==> config.mk <==
export PLATFORM = sky130hd
export DESIGN_NAME = sv32_page_table_walker_flat
export DESIGN_NICKNAME = d
export VERILOG_FILES = /design/src/rtl/sv32ptw_pkg.sv /design/src/rtl/sv32ptw_if.sv /design/src/rtl/sv32_page_table_walker.sv /design/src/rtl/sv32ptw_walk.sv /design/src/flat_wrapper.sv
export SDC_FILE = /design/constraint.sdc
export NUM_CORES = 1
export LEC_CHECK = 0
export BUFFER_PORTS_ARGS = -buffer_cell sky130_fd_sc_hd__buf_2
export CORE_ASPECT_RATIO = 1.75
export CORE_UTILIZATION = 41
export CTS_CLUSTER_DIAMETER = 120
export CTS_CLUSTER_SIZE = 8
export DETAILED_ROUTE_END_ITERATION = 16
export PLACE_DENSITY = 0.64
export REMOVE_ABC_BUFFERS = 1
export SYNTH_ARGS = -nofsm -noshare
export SYNTH_HDL_FRONTEND = slang
export SYNTH_SLANG_ARGS = --single-unit
==> constraint.sdc <==
create_clock -name clock -period 18.5 [get_ports clock]
set_clock_uncertainty 0.15 [all_clocks]
set_input_delay 3.7 -clock clock [delete_from_list [all_inputs] [get_ports clock]]
set_output_delay 3.7 -clock clock [all_outputs]
set_load 0.02 [all_outputs]
==> src/rtl/sv32ptw_pkg.sv <==
// sv32ptw_pkg: types and constants of the sv32 page table walker
// no dependencies; used by sv32ptw_walk, sv32_page_table_walker and the testbench

package sv32ptw_pkg;

   // access types
   localparam logic [1:0] ACC_READ  = 2'd0;
   localparam logic [1:0] ACC_WRITE = 2'd1;
   localparam logic [1:0] ACC_EXEC  = 2'd2;
   localparam logic [1:0] ACC_SCAN  = 2'd3;

   // request ops
   localparam logic OP_REQUEST = 1'b0;
   localparam logic OP_PTE     = 1'b1;

   // result kinds
   localparam logic KIND_READ   = 1'b0;
   localparam logic KIND_ANSWER = 1'b1;

   // result status codes
   localparam logic [2:0] ST_OK      = 3'd0;
   localparam logic [2:0] ST_FAULT   = 3'd1;
   localparam logic [2:0] ST_CROSS   = 3'd2;
   localparam logic [2:0] ST_DIRECT  = 3'd3;
   localparam logic [2:0] ST_IGNORED = 3'd4;

   // configuration register indexes
   localparam logic CSR_TRANSLATE_ENABLE = 1'b0;
   localparam logic CSR_ROOT_PPN         = 1'b1;

   // pte bit positions
   localparam int PTE_V = 0;
   localparam int PTE_R = 1;
   localparam int PTE_W = 2;
   localparam int PTE_X = 3;
   localparam int PTE_A = 6;
   localparam int PTE_D = 7;

   // page limits for the crossing checks
   localparam logic [22:0] SUPERPAGE_SIZE = 23'h400000;
   localparam logic [12:0] PAGE_SIZE      = 13'h1000;

   typedef enum logic [2:0] {
      PHASE_IDLE = 3'b001,
      PHASE_L1   = 3'b010,
      PHASE_L0   = 3'b100
   } phase_type;

   typedef struct packed {
      logic        op;
      logic [31:0] vaddr;
      logic [3:0]  access_len;
      logic [1:0]  access_type;
      logic [31:0] pte_word;
   } req_type;

   typedef struct packed {
      logic        kind;
      logic [31:0] read_addr;
      logic [2:0]  status;
      logic [31:0] paddr;
      logic [31:0] fault_addr;
   } rsp_type;

   typedef struct packed {
      logic        translate_enable;
      logic [21:0] root_ppn;
   } cfg_type;

endpackage

==> src/rtl/sv32ptw_if.sv <==
// sv32ptw channel interfaces: request, result and configuration write
// depends on nothing; used by sv32_page_table_walker

interface sv32ptw_req_if;
   logic        valid;
   logic        ready;
   logic        op;
   logic [31:0] vaddr;
   logic [3:0]  access_len;
   logic [1:0]  access_type;
   logic [31:0] pte_word;

   modport source (output valid, op, vaddr, access_len, access_type, pte_word, input ready);
   modport sink   (input valid, op, vaddr, access_len, access_type, pte_word, output ready);
endinterface

interface sv32ptw_rsp_if;
   logic        valid;
   logic        ready;
   logic        kind;
   logic [31:0] read_addr;
   logic [2:0]  status;
   logic [31:0] paddr;
   logic [31:0] fault_addr;

   modport source (output valid, kind, read_addr, status, paddr, fault_addr, input ready);
   modport sink   (input valid, kind, read_addr, status, paddr, fault_addr, output ready);
endinterface

interface sv32ptw_csr_if;
   logic        valid;
   logic        ready;
   logic        index;
   logic [31:0] data;

   modport source (output valid, index, data, input ready);
   modport sink   (input valid, index, data, output ready);
endinterface

==> src/rtl/sv32_page_table_walker.sv <==
// sv32_page_table_walker: top level with input register, result register and csr
// depends on sv32ptw_pkg, sv32ptw_if.sv and sv32ptw_walk
//
//   channel   dir   handshake             payload
//   req_chan  in    valid/ready           op, vaddr, access_len, access_type, pte_word
//   rsp_chan  out   valid/ready           kind, read_addr, status, paddr, fault_addr
//   csr_chan  in    valid/ready (ready=1) index, data
//
// one transaction in, one transaction out, one per cycle while results are taken;
// the walk state is updated when an item leaves the input register, so the next item
// already sees it; the decode is one add and compare deep
// reset (synchronous, active high) clears valids, walk phase, fault address and config
// a stalled result holds in the result register while one more item waits in the
// input register; req ready drops only when both are full

module sv32_page_table_walker (
   input logic           clock,
   input logic           reset,
   sv32ptw_req_if.sink   req_chan,
   sv32ptw_rsp_if.source rsp_chan,
   sv32ptw_csr_if.sink   csr_chan
);
   import sv32ptw_pkg::*;

   // input register
   logic    in_valid_ff, in_valid_in;
   req_type in_data_ff;

   // result register
   logic    out_valid_ff, out_valid_in;
   rsp_type out_data_ff;
   rsp_type step_rsp;

   // configuration
   cfg_type cfg_ff, cfg_in;

   logic advance;
   logic req_fire;

   // the item in the input register moves on when the result register frees up
   assign advance  = in_valid_ff && (!out_valid_ff || rsp_chan.ready);
   assign req_chan.ready = !in_valid_ff || advance;
   assign req_fire = req_chan.valid && req_chan.ready;

   assign in_valid_in  = req_fire || (in_valid_ff && !advance);
   assign out_valid_in = advance || (out_valid_ff && !rsp_chan.ready);

   always_ff @(posedge clock) begin
      if (reset) begin
         in_valid_ff  <= 1'b0;
         out_valid_ff <= 1'b0;
      end else begin
         in_valid_ff  <= in_valid_in;
         out_valid_ff <= out_valid_in;
      end
   end

   always_ff @(posedge clock) begin
      if (req_fire) begin
         in_data_ff.op          <= req_chan.op;
         in_data_ff.vaddr       <= req_chan.vaddr;
         in_data_ff.access_len  <= req_chan.access_len;
         in_data_ff.access_type <= req_chan.access_type;
         in_data_ff.pte_word    <= req_chan.pte_word;
      end
      if (advance) begin
         out_data_ff <= step_rsp;
      end
   end

   // config writes are always taken
   assign csr_chan.ready = 1'b1;

   always_comb begin
      cfg_in = cfg_ff;
      if (csr_chan.valid) begin
         unique case (csr_chan.index)
            CSR_TRANSLATE_ENABLE: cfg_in.translate_enable = csr_chan.data[0];
            CSR_ROOT_PPN:         cfg_in.root_ppn         = csr_chan.data[21:0];
            default:              cfg_in = cfg_ff;
         endcase
      end
   end

   always_ff @(posedge clock) begin
      if (reset) begin
         cfg_ff <= '0;
      end else begin
         cfg_ff <= cfg_in;
      end
   end

   sv32ptw_walk u_walk (
      .clock (clock),
      .reset (reset),
      .fire  (advance),
      .req   (in_data_ff),
      .cfg   (cfg_ff),
      .rsp   (step_rsp)
   );

   assign rsp_chan.valid      = out_valid_ff;
   assign rsp_chan.kind       = out_data_ff.kind;
   assign rsp_chan.read_addr  = out_data_ff.read_addr;
   assign rsp_chan.status     = out_data_ff.status;
   assign rsp_chan.paddr      = out_data_ff.paddr;
   assign rsp_chan.fault_addr = out_data_ff.fault_addr;

endmodule

==> src/rtl/sv32ptw_walk.sv <==
// sv32ptw_walk: walk state registers and the combinational decode of a request or pte
// depends on sv32ptw_pkg

module sv32ptw_walk (
   input  logic                  clock,
   input  logic                  reset,
   input  logic                  fire,
   input  sv32ptw_pkg::req_type  req,
   input  sv32ptw_pkg::cfg_type  cfg,
   output sv32ptw_pkg::rsp_type  rsp
);
   import sv32ptw_pkg::*;

   phase_type   phase_ff, phase_in;
   logic [31:0] held_vaddr_ff;
   logic [3:0]  held_len_ff;
   logic [1:0]  held_type_ff;
   logic [31:0] fault_ff, fault_in;
   logic        load_held;

   logic [31:0] base;
   logic [31:0] root_addr;
   logic [31:0] l0_addr;
   logic [31:0] pa_super;
   logic [31:0] pa_page;
   logic [22:0] end_super;
   logic [12:0] end_page;
   logic        perm_ok;
   logic        is_leaf;

   assign base      = {req.pte_word[29:10], 12'h000};
   assign root_addr = {cfg.root_ppn[19:0], 12'h000} + {20'h0, req.vaddr[31:22], 2'b00};
   assign l0_addr   = base + {20'h0, held_vaddr_ff[21:12], 2'b00};
   assign pa_super  = base + {10'h0, held_vaddr_ff[21:0]};
   assign pa_page   = base + {20'h0, held_vaddr_ff[11:0]};
   assign end_super = {1'b0, held_vaddr_ff[21:0]} + {19'h0, held_len_ff};
   assign end_page  = {1'b0, held_vaddr_ff[11:0]} + {9'h0, held_len_ff};
   assign is_leaf   = req.pte_word[PTE_R] | req.pte_word[PTE_W] | req.pte_word[PTE_X];

   always_comb begin
      unique case (held_type_ff)
         ACC_READ:  perm_ok = req.pte_word[PTE_R] & req.pte_word[PTE_A];
         ACC_WRITE: perm_ok = req.pte_word[PTE_W] & req.pte_word[PTE_A] & req.pte_word[PTE_D];
         ACC_EXEC:  perm_ok = req.pte_word[PTE_X] & req.pte_word[PTE_A];
         default:   perm_ok = 1'b1;
      endcase
   end

   always_comb begin
      phase_in      = phase_ff;
      fault_in      = fault_ff;
      load_held     = 1'b0;
      rsp.kind      = KIND_ANSWER;
      rsp.read_addr = 32'h0;
      rsp.status    = ST_IGNORED;
      rsp.paddr     = 32'h0;
      if (req.op == OP_REQUEST) begin
         if (phase_ff != PHASE_IDLE) begin
            rsp.status = ST_IGNORED;
         end else if (!cfg.translate_enable) begin
            rsp.status = ST_DIRECT;
            rsp.paddr  = req.vaddr;
         end else begin
            load_held     = 1'b1;
            phase_in      = PHASE_L1;
            rsp.kind      = KIND_READ;
            rsp.status    = ST_OK;
            rsp.read_addr = root_addr;
         end
      end else begin
         unique case (phase_ff)
            PHASE_L1: begin
               phase_in = PHASE_IDLE;
               priority if (!req.pte_word[PTE_V]) begin
                  fault_in   = held_vaddr_ff;
                  rsp.status = ST_FAULT;
               end else if (is_leaf && end_super > SUPERPAGE_SIZE) begin
                  // superpage crossing leaves the fault address alone
                  rsp.status = ST_CROSS;
               end else if (is_leaf && !perm_ok) begin
                  fault_in   = held_vaddr_ff;
                  rsp.status = ST_FAULT;
               end else if (is_leaf) begin
                  rsp.status = ST_OK;
                  rsp.paddr  = pa_super;
               end else begin
                  phase_in      = PHASE_L0;
                  rsp.kind      = KIND_READ;
                  rsp.status    = ST_OK;
                  rsp.read_addr = l0_addr;
               end
            end
            PHASE_L0: begin
               phase_in = PHASE_IDLE;
               priority if (!req.pte_word[PTE_V]) begin
                  fault_in   = held_vaddr_ff;
                  rsp.status = ST_FAULT;
               end else if (end_page > PAGE_SIZE) begin
                  fault_in   = held_vaddr_ff;
                  rsp.status = ST_CROSS;
               end else if (!perm_ok) begin
                  fault_in   = held_vaddr_ff;
                  rsp.status = ST_FAULT;
               end else begin
                  rsp.status = ST_OK;
                  rsp.paddr  = pa_page;
               end
            end
            default: begin
               rsp.status = ST_IGNORED;
            end
         endcase
      end
      rsp.fault_addr = fault_in;
   end

   always_ff @(posedge clock) begin
      if (reset) begin
         phase_ff <= PHASE_IDLE;
         fault_ff <= 32'h0;
      end else if (fire) begin
         phase_ff <= phase_in;
         fault_ff <= fault_in;
      end
   end

   always_ff @(posedge clock) begin
      if (fire && load_held) begin
         held_vaddr_ff <= req.vaddr;
         held_len_ff   <= req.access_len;
         held_type_ff  <= req.access_type;
      end
   end

endmodule

==> src/flat_wrapper.sv <==
// flat-port wrapper written by rule: the top's interface ports become plain ports
module sv32_page_table_walker_flat import sv32ptw_pkg::*;
  (clock, reset, req_chan_valid, req_chan_op, req_chan_vaddr, req_chan_access_len, req_chan_access_type, req_chan_pte_word, req_chan_ready, rsp_chan_valid, rsp_chan_kind, rsp_chan_read_addr, rsp_chan_status, rsp_chan_paddr, rsp_chan_fault_addr, rsp_chan_ready, csr_chan_valid, csr_chan_index, csr_chan_data, csr_chan_ready);
  sv32ptw_req_if req_chan_i ();
  sv32ptw_rsp_if rsp_chan_i ();
  sv32ptw_csr_if csr_chan_i ();
  input logic clock;
  input logic reset;
  input wire logic [$bits(req_chan_i.valid)-1:0] req_chan_valid;
  input wire logic [$bits(req_chan_i.op)-1:0] req_chan_op;
  input wire logic [$bits(req_chan_i.vaddr)-1:0] req_chan_vaddr;
  input wire logic [$bits(req_chan_i.access_len)-1:0] req_chan_access_len;
  input wire logic [$bits(req_chan_i.access_type)-1:0] req_chan_access_type;
  input wire logic [$bits(req_chan_i.pte_word)-1:0] req_chan_pte_word;
  output wire logic [$bits(req_chan_i.ready)-1:0] req_chan_ready;
  output wire logic [$bits(rsp_chan_i.valid)-1:0] rsp_chan_valid;
  output wire logic [$bits(rsp_chan_i.kind)-1:0] rsp_chan_kind;
  output wire logic [$bits(rsp_chan_i.read_addr)-1:0] rsp_chan_read_addr;
  output wire logic [$bits(rsp_chan_i.status)-1:0] rsp_chan_status;
  output wire logic [$bits(rsp_chan_i.paddr)-1:0] rsp_chan_paddr;
  output wire logic [$bits(rsp_chan_i.fault_addr)-1:0] rsp_chan_fault_addr;
  input wire logic [$bits(rsp_chan_i.ready)-1:0] rsp_chan_ready;
  input wire logic [$bits(csr_chan_i.valid)-1:0] csr_chan_valid;
  input wire logic [$bits(csr_chan_i.index)-1:0] csr_chan_index;
  input wire logic [$bits(csr_chan_i.data)-1:0] csr_chan_data;
  output wire logic [$bits(csr_chan_i.ready)-1:0] csr_chan_ready;
  assign req_chan_i.valid = req_chan_valid;
  assign req_chan_i.op = req_chan_op;
  assign req_chan_i.vaddr = req_chan_vaddr;
  assign req_chan_i.access_len = req_chan_access_len;
  assign req_chan_i.access_type = req_chan_access_type;
  assign req_chan_i.pte_word = req_chan_pte_word;
  assign req_chan_ready = req_chan_i.ready;
  assign rsp_chan_valid = rsp_chan_i.valid;
  assign rsp_chan_kind = rsp_chan_i.kind;
  assign rsp_chan_read_addr = rsp_chan_i.read_addr;
  assign rsp_chan_status = rsp_chan_i.status;
  assign rsp_chan_paddr = rsp_chan_i.paddr;
  assign rsp_chan_fault_addr = rsp_chan_i.fault_addr;
  assign rsp_chan_i.ready = rsp_chan_ready;
  assign csr_chan_i.valid = csr_chan_valid;
  assign csr_chan_i.index = csr_chan_index;
  assign csr_chan_i.data = csr_chan_data;
  assign csr_chan_ready = csr_chan_i.ready;
  sv32_page_table_walker u_core (.clock(clock), .reset(reset), .req_chan(req_chan_i), .rsp_chan(rsp_chan_i), .csr_chan(csr_chan_i));
endmodule
# Yosys cells after proc, flatten, opt, wreduce, memory -nomap -nowiden
# Index checks and enable logic that the tools add are counted.
# classes
div_mod_pow	0
add_sub_neg	6
order_cmp	2
eq_ne	7
n_reduce_logical	21
shifts	0
mux	47
bitwise_logic	7
mul	0
# ops
op	count
$mux W32	16
$mux W33	7
$pmux W32 S2	2
$add A32 B12 Y32	3
$mux W68	1
$add A32 B22 Y32	1
$mux W3	8
$add A22 B4 Y23	1
$gt A23 B23 Y1 const B	1
$add A12 B4 Y13	1
$gt A13 B13 Y1 const B	1
$pmux W3 S2	2
$mux W2	5
$logic_and A1 B1 Y1	7
$logic_not A1 Y1	5
$mux W1	5
$and A1 B1 Y1	4
$logic_or A1 B1 Y1	4
$reduce_and A2 Y1	2
$reduce_and A4 Y1	1
$eq A3 B2 Y1 const B	1
$eq A3 B3 Y1 const B	1
$ne A3 B1 Y1 const B	1
$ne A3 B3 Y1 const B	1
other kinds (8)	9
# word_totals
register_bits	265
latchBits	0
rom_bits	0
memories	0
output_inout_bits	103
ramBits	0

# Longest topological paths before layout
# Gate-level depths: netlist of the first run.
# logic_depth
word_depth	10
mapped_depth	13
mapped_depth_nobuf	12

# Cells and area by module
# A second synthesis of the first run with hierarchy kept.
# unflattened
cells_unflattened	798
hier_area_um2	11304.6
# modules_own_cells
mod	area_each_um2	n_inst	cells_per_inst	seq_area_each_um2
sv32_page_table_walker	6331.1	1	289	5635.4
sv32ptw_walk	4973.5	1	509	1841.8

# Least setup slack after synthesis of the first run
# OpenSTA, ideal clock, no wires.
# synth_timing
kind	input to register
start	input port rsp_chan_ready
end	register u_core.u_walk.fault_ff[22]
required_ns	18.228
arrival_ns	10.117
cell_stages	6
setup_time_ns	0.122
slack_ns	8.112
path_cell_list	nor2b_1 > nor2b_1 > nand2_1 > o31ai_1 > nor2_1 > a221o_1
# synth_between
elab_chain_len	2
# synth_rtl
element	line	source
from (decl)	flat_wrapper.sv:22	input wire logic [$bits(rsp_chan_i.ready)-1:0] rsp_chan_ready;
$logic_or A1 B1 Y1	sv32_page_table_walker.sv:41	assign advance = in_valid_ff && (!out_valid_ff || rsp_chan.ready);
$logic_and A1 B1 Y1	sv32_page_table_walker.sv:41	
via u_core.advance	sv32_page_table_walker.sv:37	logic advance;
to (signal assigned)	sv32ptw_walk.sv:123	fault_ff <= fault_in;
to (decl)	sv32ptw_walk.sv:18	logic [31:0] fault_ff, fault_in;
# The timed path passes the listed nets, and every way through them passes these cells.
# A chain may end at the register's enable or synchronous reset.

# Worst setup path after layout of the first run
# layout_timing
start	input port rsp_chan_ready
end	output port req_chan_ready
# layout_between
elab_chain_len	3
# layout_rtl
element	line	source
$logic_or A1 B1 Y1	sv32_page_table_walker.sv:41	
$logic_and A1 B1 Y1	sv32_page_table_walker.sv:41	
$logic_or A1 B1 Y1	sv32_page_table_walker.sv:42	assign req_chan.ready = !in_valid_ff || advance;
to (decl)	flat_wrapper.sv:15	output wire logic [$bits(req_chan_i.ready)-1:0] req_chan_ready;
# Every way passes these cells.

==> results of run 1 <==
-- where the power goes --
part / switching [W] / internal, W
clock network: 0.000244 / 0.000408
registers: 0.0000130 / 0.000652
logic: 0.0000473 / 0.0000254
total: 0.000304 / 0.00109
-- layer usage --
layer	wire length, um	part of all wire [%]	vias to the layer above
met5	10	0.036	-
met1	10180	37	3686
met3	1462	5.3	56
met2	15070	55	280
li1	-	-	3522
met4	868	3.1	2
-- flip-flops by register name, indices dropped and copies added (netlist names) --
| signal | flops |
|---|---|
| u_core.rsp_chan.read_addr | 30 |
| u_core.rsp_chan.kind | 1 |
| u_core.u_walk.fault_ff | 32 |
| u_core.rsp_chan.paddr | 32 |
| u_core.u_walk.held_type_ff | 2 |
| u_core.u_walk.held_len_ff | 4 |
| u_core.in_data_ff | 65 |
| u_core.u_walk.phase_ff | 3 |
| u_core.cfg_ff | 21 |
| u_core.rsp_chan.status | 3 |
| u_core.rsp_chan.fault_addr | 32 |
| u_core.in_valid_ff | 1 |
| u_core.rsp_chan.valid | 1 |
| u_core.u_walk.held_vaddr_ff | 32 |
-- cell families (layout without fill, tap and decap cells) --
logic type,count (synthesis),count (layout),synth area share (%)
AOI/OAI and AO/OA,223,223,15.62
adders and majority gates,16,16,1.997
DFF,259,259,66.79
buffers and inverters,66,286,2.856
xor gates and xnor gates,9,9,0.7315
muxes,15,15,1.974
other,2,3,0.06970
and+or+nand+nor,227,227,9.963
-- stage by stage --
stage / instance area (um2) / utilization, % / setup slack (ns) / hold WS, ns
final: 13120 / 50.74 / 10.25 / 0.2714
after global routing: 13120 / 50.74 / 10.18 / 0.2755
after CTS: 13120 / 50.74 / 10.25 / 0.2654
after detailed placement: 11990 / 46.35 / 10.25 / 0.2570
after global placement: 11990 / 46.35 / 10.28 / 0.2575
after floorplan: 10540 / - / 8.112 / 0.2503
-- cell type report --
type	instances	area (um2)
fillers	2245	12740
flip-flops and latches	259	7197
multi-input cells	493	3301
clock buffers	68	1127
repair buffers	200	1026
well taps	320	400.4
inverters	17	63.81
clock inverters	1	7.507
-- worst paths after layout --
path,start,to,slack (ns),cells past startpoint
setup / recovery,rsp_chan_ready,req_chan_ready,10.25,4
hold / removal,u_core.in_data_ff[32],u_core.u_walk.held_type_ff[0],0.27,0
setup reg to reg,u_core.u_walk.held_vaddr_ff[0],u_core.rsp_chan.fault_addr[15],13.81,11
hold reg to reg,u_core.in_data_ff[32],u_core.u_walk.held_type_ff[0],0.27,0
-- cell usage in the layout, fill, tap and decap left out, types with 3 or more instances in the layout --
cell	netlist	layout
a211o_1	3	3
a211oi_1	9	9
a21boi_0	3	3
a21oi_1	41	41
a221o_1	9	9
a22o_1	85	85
a22oi_1	11	11
and2_1	7	6
and3_1	10	10
and4_1	4	4
buf_2	17	190
buf_4	6	10
clkbuf_1	19	27
clkbuf_16	0	41
conb_1	2	3
dfxtp_1	58	58
edfxtp_1	201	201
ha_1	14	14
inv_1	17	17
mux2_4	12	12
nand2_1	96	96
nand2b_1	3	3
nand3_1	21	21
nand4_1	7	7
nor2_1	39	39
nor3_1	16	15
nor3b_1	4	3
nor4_1	4	4
o211ai_1	5	5
o21a_1	6	6
o21ai_0	22	22
o31a_1	3	3
o31ai_1	5	5
or3_1	3	3
xnor2_1	4	4
xor2_1	5	5
-- worst max-delay path: cells and delay by family --
| kind | cells | cell delay (ns) |
|---|---|---|
| and+or+nand+nor | 2 | 0.43 |
| buffers and inverters | 2 | 0.27 |
==> run metrics, run 1 <==
status=finished clean; IR drop worst, VDD=approximately 0.083 mV; total power=~0.0014 W; CTS tree=built; nets=1134; max_cap viols=0; prevailing post-synth register cell=edfxtp_1; # diodes=0; Synth top cells by count=edfxtp_1 (201), nand2_1 (96), a22o_1 (85), dfxtp_1 (58), a21oi_1 (41); Post-Synthesis Cells=about 820; critical-path cell list=buf_2, nor2b_1, nand2_1, buf_2; P_leak=4.972 nW; post-synthesis register bit count=around 260; placed cells=around 1300; Root Driver=clkbuf_16; Post-synth EDFFs=about 200; drc violations=0; global routing's busiest layer=met2; Yosys top cell area share=56.01%; Final setup viols=0; Relative slew margins=approximately 22%; Hold Crit Class=reg -> reg; crit-path most repeated cell=buf_2; Crit Path Class=in -> out; antenna violations before repair=1; syn avg cell area=about 13 um2; fin crit share=between 40% and 50%; Tot GR Track Use=20.36%; top post-synthesis cells by area=edfxtp_1 (56%), dfxtp_1 (11%), a22o_1 (6.9%); final cell count without fillers=1358; Final Hold Violating Endpoints=0; # H-tree levels=2; met3 usage=~3.7%; clock slew at reported path FFs=about 0.050 ns; Worst setup SP type=input pin; unrepaired setup endpoints after global routing=no; Arrival @ worst endpoint=between 4 and 5 ns; Syn Std Cell Area=roughly 11000 um2; GRT met1 Usage=22.31%; # clock sinks=around 260; DIE AREA=26960 um2; Fmax=around 0.12 GHz; Max Slew Vio Count=0; slowest CP cell=nor2b_1; post-DP HPWL=roughly 18 mm; cell with the most instances after synthesis=edfxtp_1; met2 usage=between 30% and 40%; Initial Util=a little over two fifths; synth-to-layout area growth=21.78%; share of layout cells above drive strength 1=26.01%; die width=between 100 and 150 um; final WL=about 28 mm; Clock Path Buffers=3; CP endpoint kind=output port; largest net degree at the start of global routing=66; first-pass detailed-route iteration total=5; vias in the first global route=around 7500; GPL Wtd Cong=roughly 0.85; total CTS buffers=38; setup TNS=0 ns; # resized after CTS=0; drt wl/cell=20.31 um; IO Pins=around 210; critical path's largest stage delay=just over 0.3 ns; Detail Route Antenna Nets=0; Yosys cell types=65; Core Box Area=around 26000 um2; Clock Latency Late Sink=0.52 ns; yosys warns=0; hold buffers post-CTS=0; Post CTS Setup Buffer Count=0; global-route wire length before repair=between 40 and 50 mm; First DRT Iteration DRCs=slightly below 500; Yosys top cell by area=edfxtp_1; P per Cell Area=between 100 and 150 nW/um2; vias per cell=between 5 and 6; post-synthesis sequential area ratio=between 60% and 70%; Tmin final=8.249 ns; Critical Path RT=~15 ns; Overflow after GRT=0; crit-path max FO=4; share of synthesized registers carrying an async set or reset=0%; Die Y=216.5 um; # rows=between 70 and 80; Port-buffer cells=190; vias=7546; Worst-Margin Slew=roughly 1.2 ns
Note: power is estimated with default switching activity, not from simulation.
==> run 2, diff against run 1 <==
--- a/config.mk
+++ b/config.mk
@@ -11,7 +11,7 @@
 export CTS_CLUSTER_DIAMETER = 120
 export CTS_CLUSTER_SIZE = 8
 export DETAILED_ROUTE_END_ITERATION = 16
-export PLACE_DENSITY = 0.64
+export PLACE_DENSITY = 0.67
 export REMOVE_ABC_BUFFERS = 1
 export SYNTH_ARGS = -nofsm -noshare
 export SYNTH_HDL_FRONTEND = slang
==> constraint.sdc (replaced) <==
create_clock -name clock -period 7.43 [get_ports clock]
set_clock_uncertainty 0.15 [all_clocks]
set_input_delay 1.486 -clock clock [delete_from_list [all_inputs] [get_ports clock]]
set_output_delay 1.486 -clock clock [all_outputs]
set_load 0.02 [all_outputs]
==> run 2 against run 1 <==
  * Critical path type is now reg -> reg
  * Sequential share of layout area grew 0.11 points
  * Utilization down 0.10 points
  * Routed wire length is 1.1% lower
  * Via count down 1.1%
  * Register-to-register slack worse by 11 ns
  * Global-route usage shrank 0.35 points
==> run metrics, run 2 (synthesized netlist as in run 1, its figures left out) <==
Worst-Margin Slew=0.9475 ns (was 1.162 ns); global-route wire length before repair=41.19 mm (was 42.03 mm); first-pass detailed-route iteration total=5 (unchanged); antenna violations before repair=0 (was 1); Relative slew margins=36.83% (was 22.14%); max reg flops=65 (unchanged); drc violations=0 (unchanged); Max Slew Vio Count=0 (unchanged); fin crit share=61.12%; crit-path max FO=18 (was 4); Post CTS Setup Buffer Count=0 (unchanged); Root Driver=clkbuf_16 (unchanged); hold buffers post-CTS=0 (unchanged); Setup WS post-layout=2.889 ns (was 10.25 ns); Final Hold Violating Endpoints=0 (unchanged); most frequent cells in the layout=edfxtp_1 (201), buf_2 (190), nand2_1 (96), a22o_1 (85), dfxtp_1 (58) (unchanged); Util after Layout=50.64% (was 50.74%); Clk pwr share=46.1% (was 46.9%); Die Y=216.5 um (unchanged); combinational share of power=5.3% (was 5.2%); FILL cells=2276 (was 2245); Overflow after GRT=0 (unchanged); largest net degree at the start of global routing=71 (was 66); P_leak=4.963 nW (was 4.972 nW); Worst setup SP type=flop (was input pin); sw frac=21.90% (about the same); First DRT Iteration DRCs=460 (was 494); max_cap viols=0 (unchanged); IO Pins=212 (unchanged); # resized after CTS=0 (unchanged); Core Box Area=25860 um2 (unchanged); vias per cell=5.490 (was 5.557); # H-tree levels=2 (unchanged); IR drop worst, VDD=0.1965 mV (was 0.08308 mV); synth-to-layout area growth=21.54% (was 21.78%); Clock Path Buffers=3 (unchanged); critical path's largest stage delay=0.71 ns (was 0.31 ns); Initial Util=41.66% (unchanged); Fmax=roughly 0.22 GHz; Int Pwr=0.002662 W (was 0.001085 W); DIE AREA=26960 um2 (unchanged); Port-buffer cells=190 (unchanged); Clock Latency Late Sink=0.51 ns (was 0.52 ns); Final setup viols=0 (unchanged); vias in the first global route=7422 (was 7496); vias=7466 (was 7546); GPL Wtd Cong=0.8820 (was 0.8537); Place WS=2.911 ns (was 10.25 ns); Critical Path RT=7.53 ns (was 14.65 ns); CP endpoint kind=flop (was output port); final WL=27.27 mm (was 27.59 mm); # clock sinks=259 (unchanged); P per Cell Area=260.3 nW/um2 (was 105.9 nW/um2); Reg power frac=48.6% (was 47.8%); nets=1137 (was 1134); total CTS buffers=38 (unchanged); share of layout cells above drive strength 1=26.06% (was 26.01%); Arrival @ worst endpoint=4.64 ns (was 4.40 ns); Detail Route Antenna Nets=0 (unchanged); Tot GR Track Use=20.01% (was 20.36%); post-DP HPWL=18.31 mm (was 18.46 mm); Crit Path Class=reg -> reg (was in -> out); clock slew at reported path FFs=0.05 ns (about the same); Tmin final=around 4.5 ns; net switching power=0.0007465 W (was 0.0003044 W); total power=0.003408 W (was 0.001390 W); leading cell type in the layout, fill and taps excluded=edfxtp_1 (unchanged); die width=124.5 um (unchanged); setup TNS=0 ns (unchanged); CTS tree=built (unchanged); critical-path cell list=ha_1, fa_1, a211o_1, and4_1, and4_1, a211oi_1, a211oi_1, a31oi_2, nor2_1, nand3b_1, a22o_1 (was buf_2, nor2b_1, nand2_1, buf_2); status=finished clean (unchanged); Largest Register=u_core.in_data_ff (unchanged); drt wl/cell=20.05 um (was 20.31 um); # diodes=0 (unchanged); # rows=78 (unchanged); slowest CP cell=nand3b_1 (was nor2b_1); unrepaired setup endpoints after global routing=no (unchanged); Hold Crit Class=reg -> reg (unchanged); Worst Hold Slack=0.2793 ns (was 0.2714 ns)
-- run 2: area by class of cell --
| cell class | instances | area, um2 | area share [%] |
|---|---|---|---|
| Tap cell | 320 | 400.4 | 3.057 |
| Multi-Input combinational cell | 493 | 3293 | 25.15 |
| Timing Repair Buffer | 203 | 1049 | 8.006 |
| Clock inverter | 2 | 16.27 | 0.1242 |
| Clock buffer | 66 | 1077 | 8.226 |
| Sequential cell | 259 | 7197 | 54.95 |
| Inverter | 17 | 63.81 | 0.4872 |
-- run 2: power groups by stage --
stage,sequential (W),clock [W],combinational (W)
4_1_cts,0.00165,0.00160,0.000185
3_5_place_dp,0.00168,0,0.000184
6_report,0.00166,0.00157,0.000182
3_3_place_gp,0.00168,0,0.000182
5_1_grt,0.00166,0.00167,0.000198
2_1_floorplan,0.00171,0,0.0000716
-- run 2: routing by layer --
layer / vias up / part of all wire (%) / track usage, %
met1: 3608 / 37 / 21.65
met3: 60 / 5.0 / 3.505
li1: 3534 / - / -
met4: 0 / 4.1 / 10.52
met2: 264 / 53 / 36.83
met5: - / 0 / 0
-- run 2: worst paths after layout --
path,start,endpoint,slack (ns),cells past startpoint
min reg2reg,u_core.in_data_ff[33],u_core.u_walk.held_type_ff[1],0.28,0
max,u_core.u_walk.held_vaddr_ff[0],u_core.rsp_chan.fault_addr[16],2.89,11
max reg2reg,u_core.u_walk.held_vaddr_ff[0],u_core.rsp_chan.fault_addr[16],2.89,11
min,u_core.in_data_ff[33],u_core.u_walk.held_type_ff[1],0.28,0
-- run 2: per-stage QoR --
step                      cells  cell area, um2
final                      1360           13100
after global routing       1360           13100
after CTS                  1360           13100
after detailed placement   1292           12000
after global placement     1292           12000
after floorplan             769           10540
-- run 2: worst max-delay path: cells and delay by family (launching register included) --
kind | cells | cell delay (ns)
simple gates | 4 | 1.33
flops | 1 | 0.47
fa+ha+maj | 2 | 0.78
compound gates | 5 | 1.54
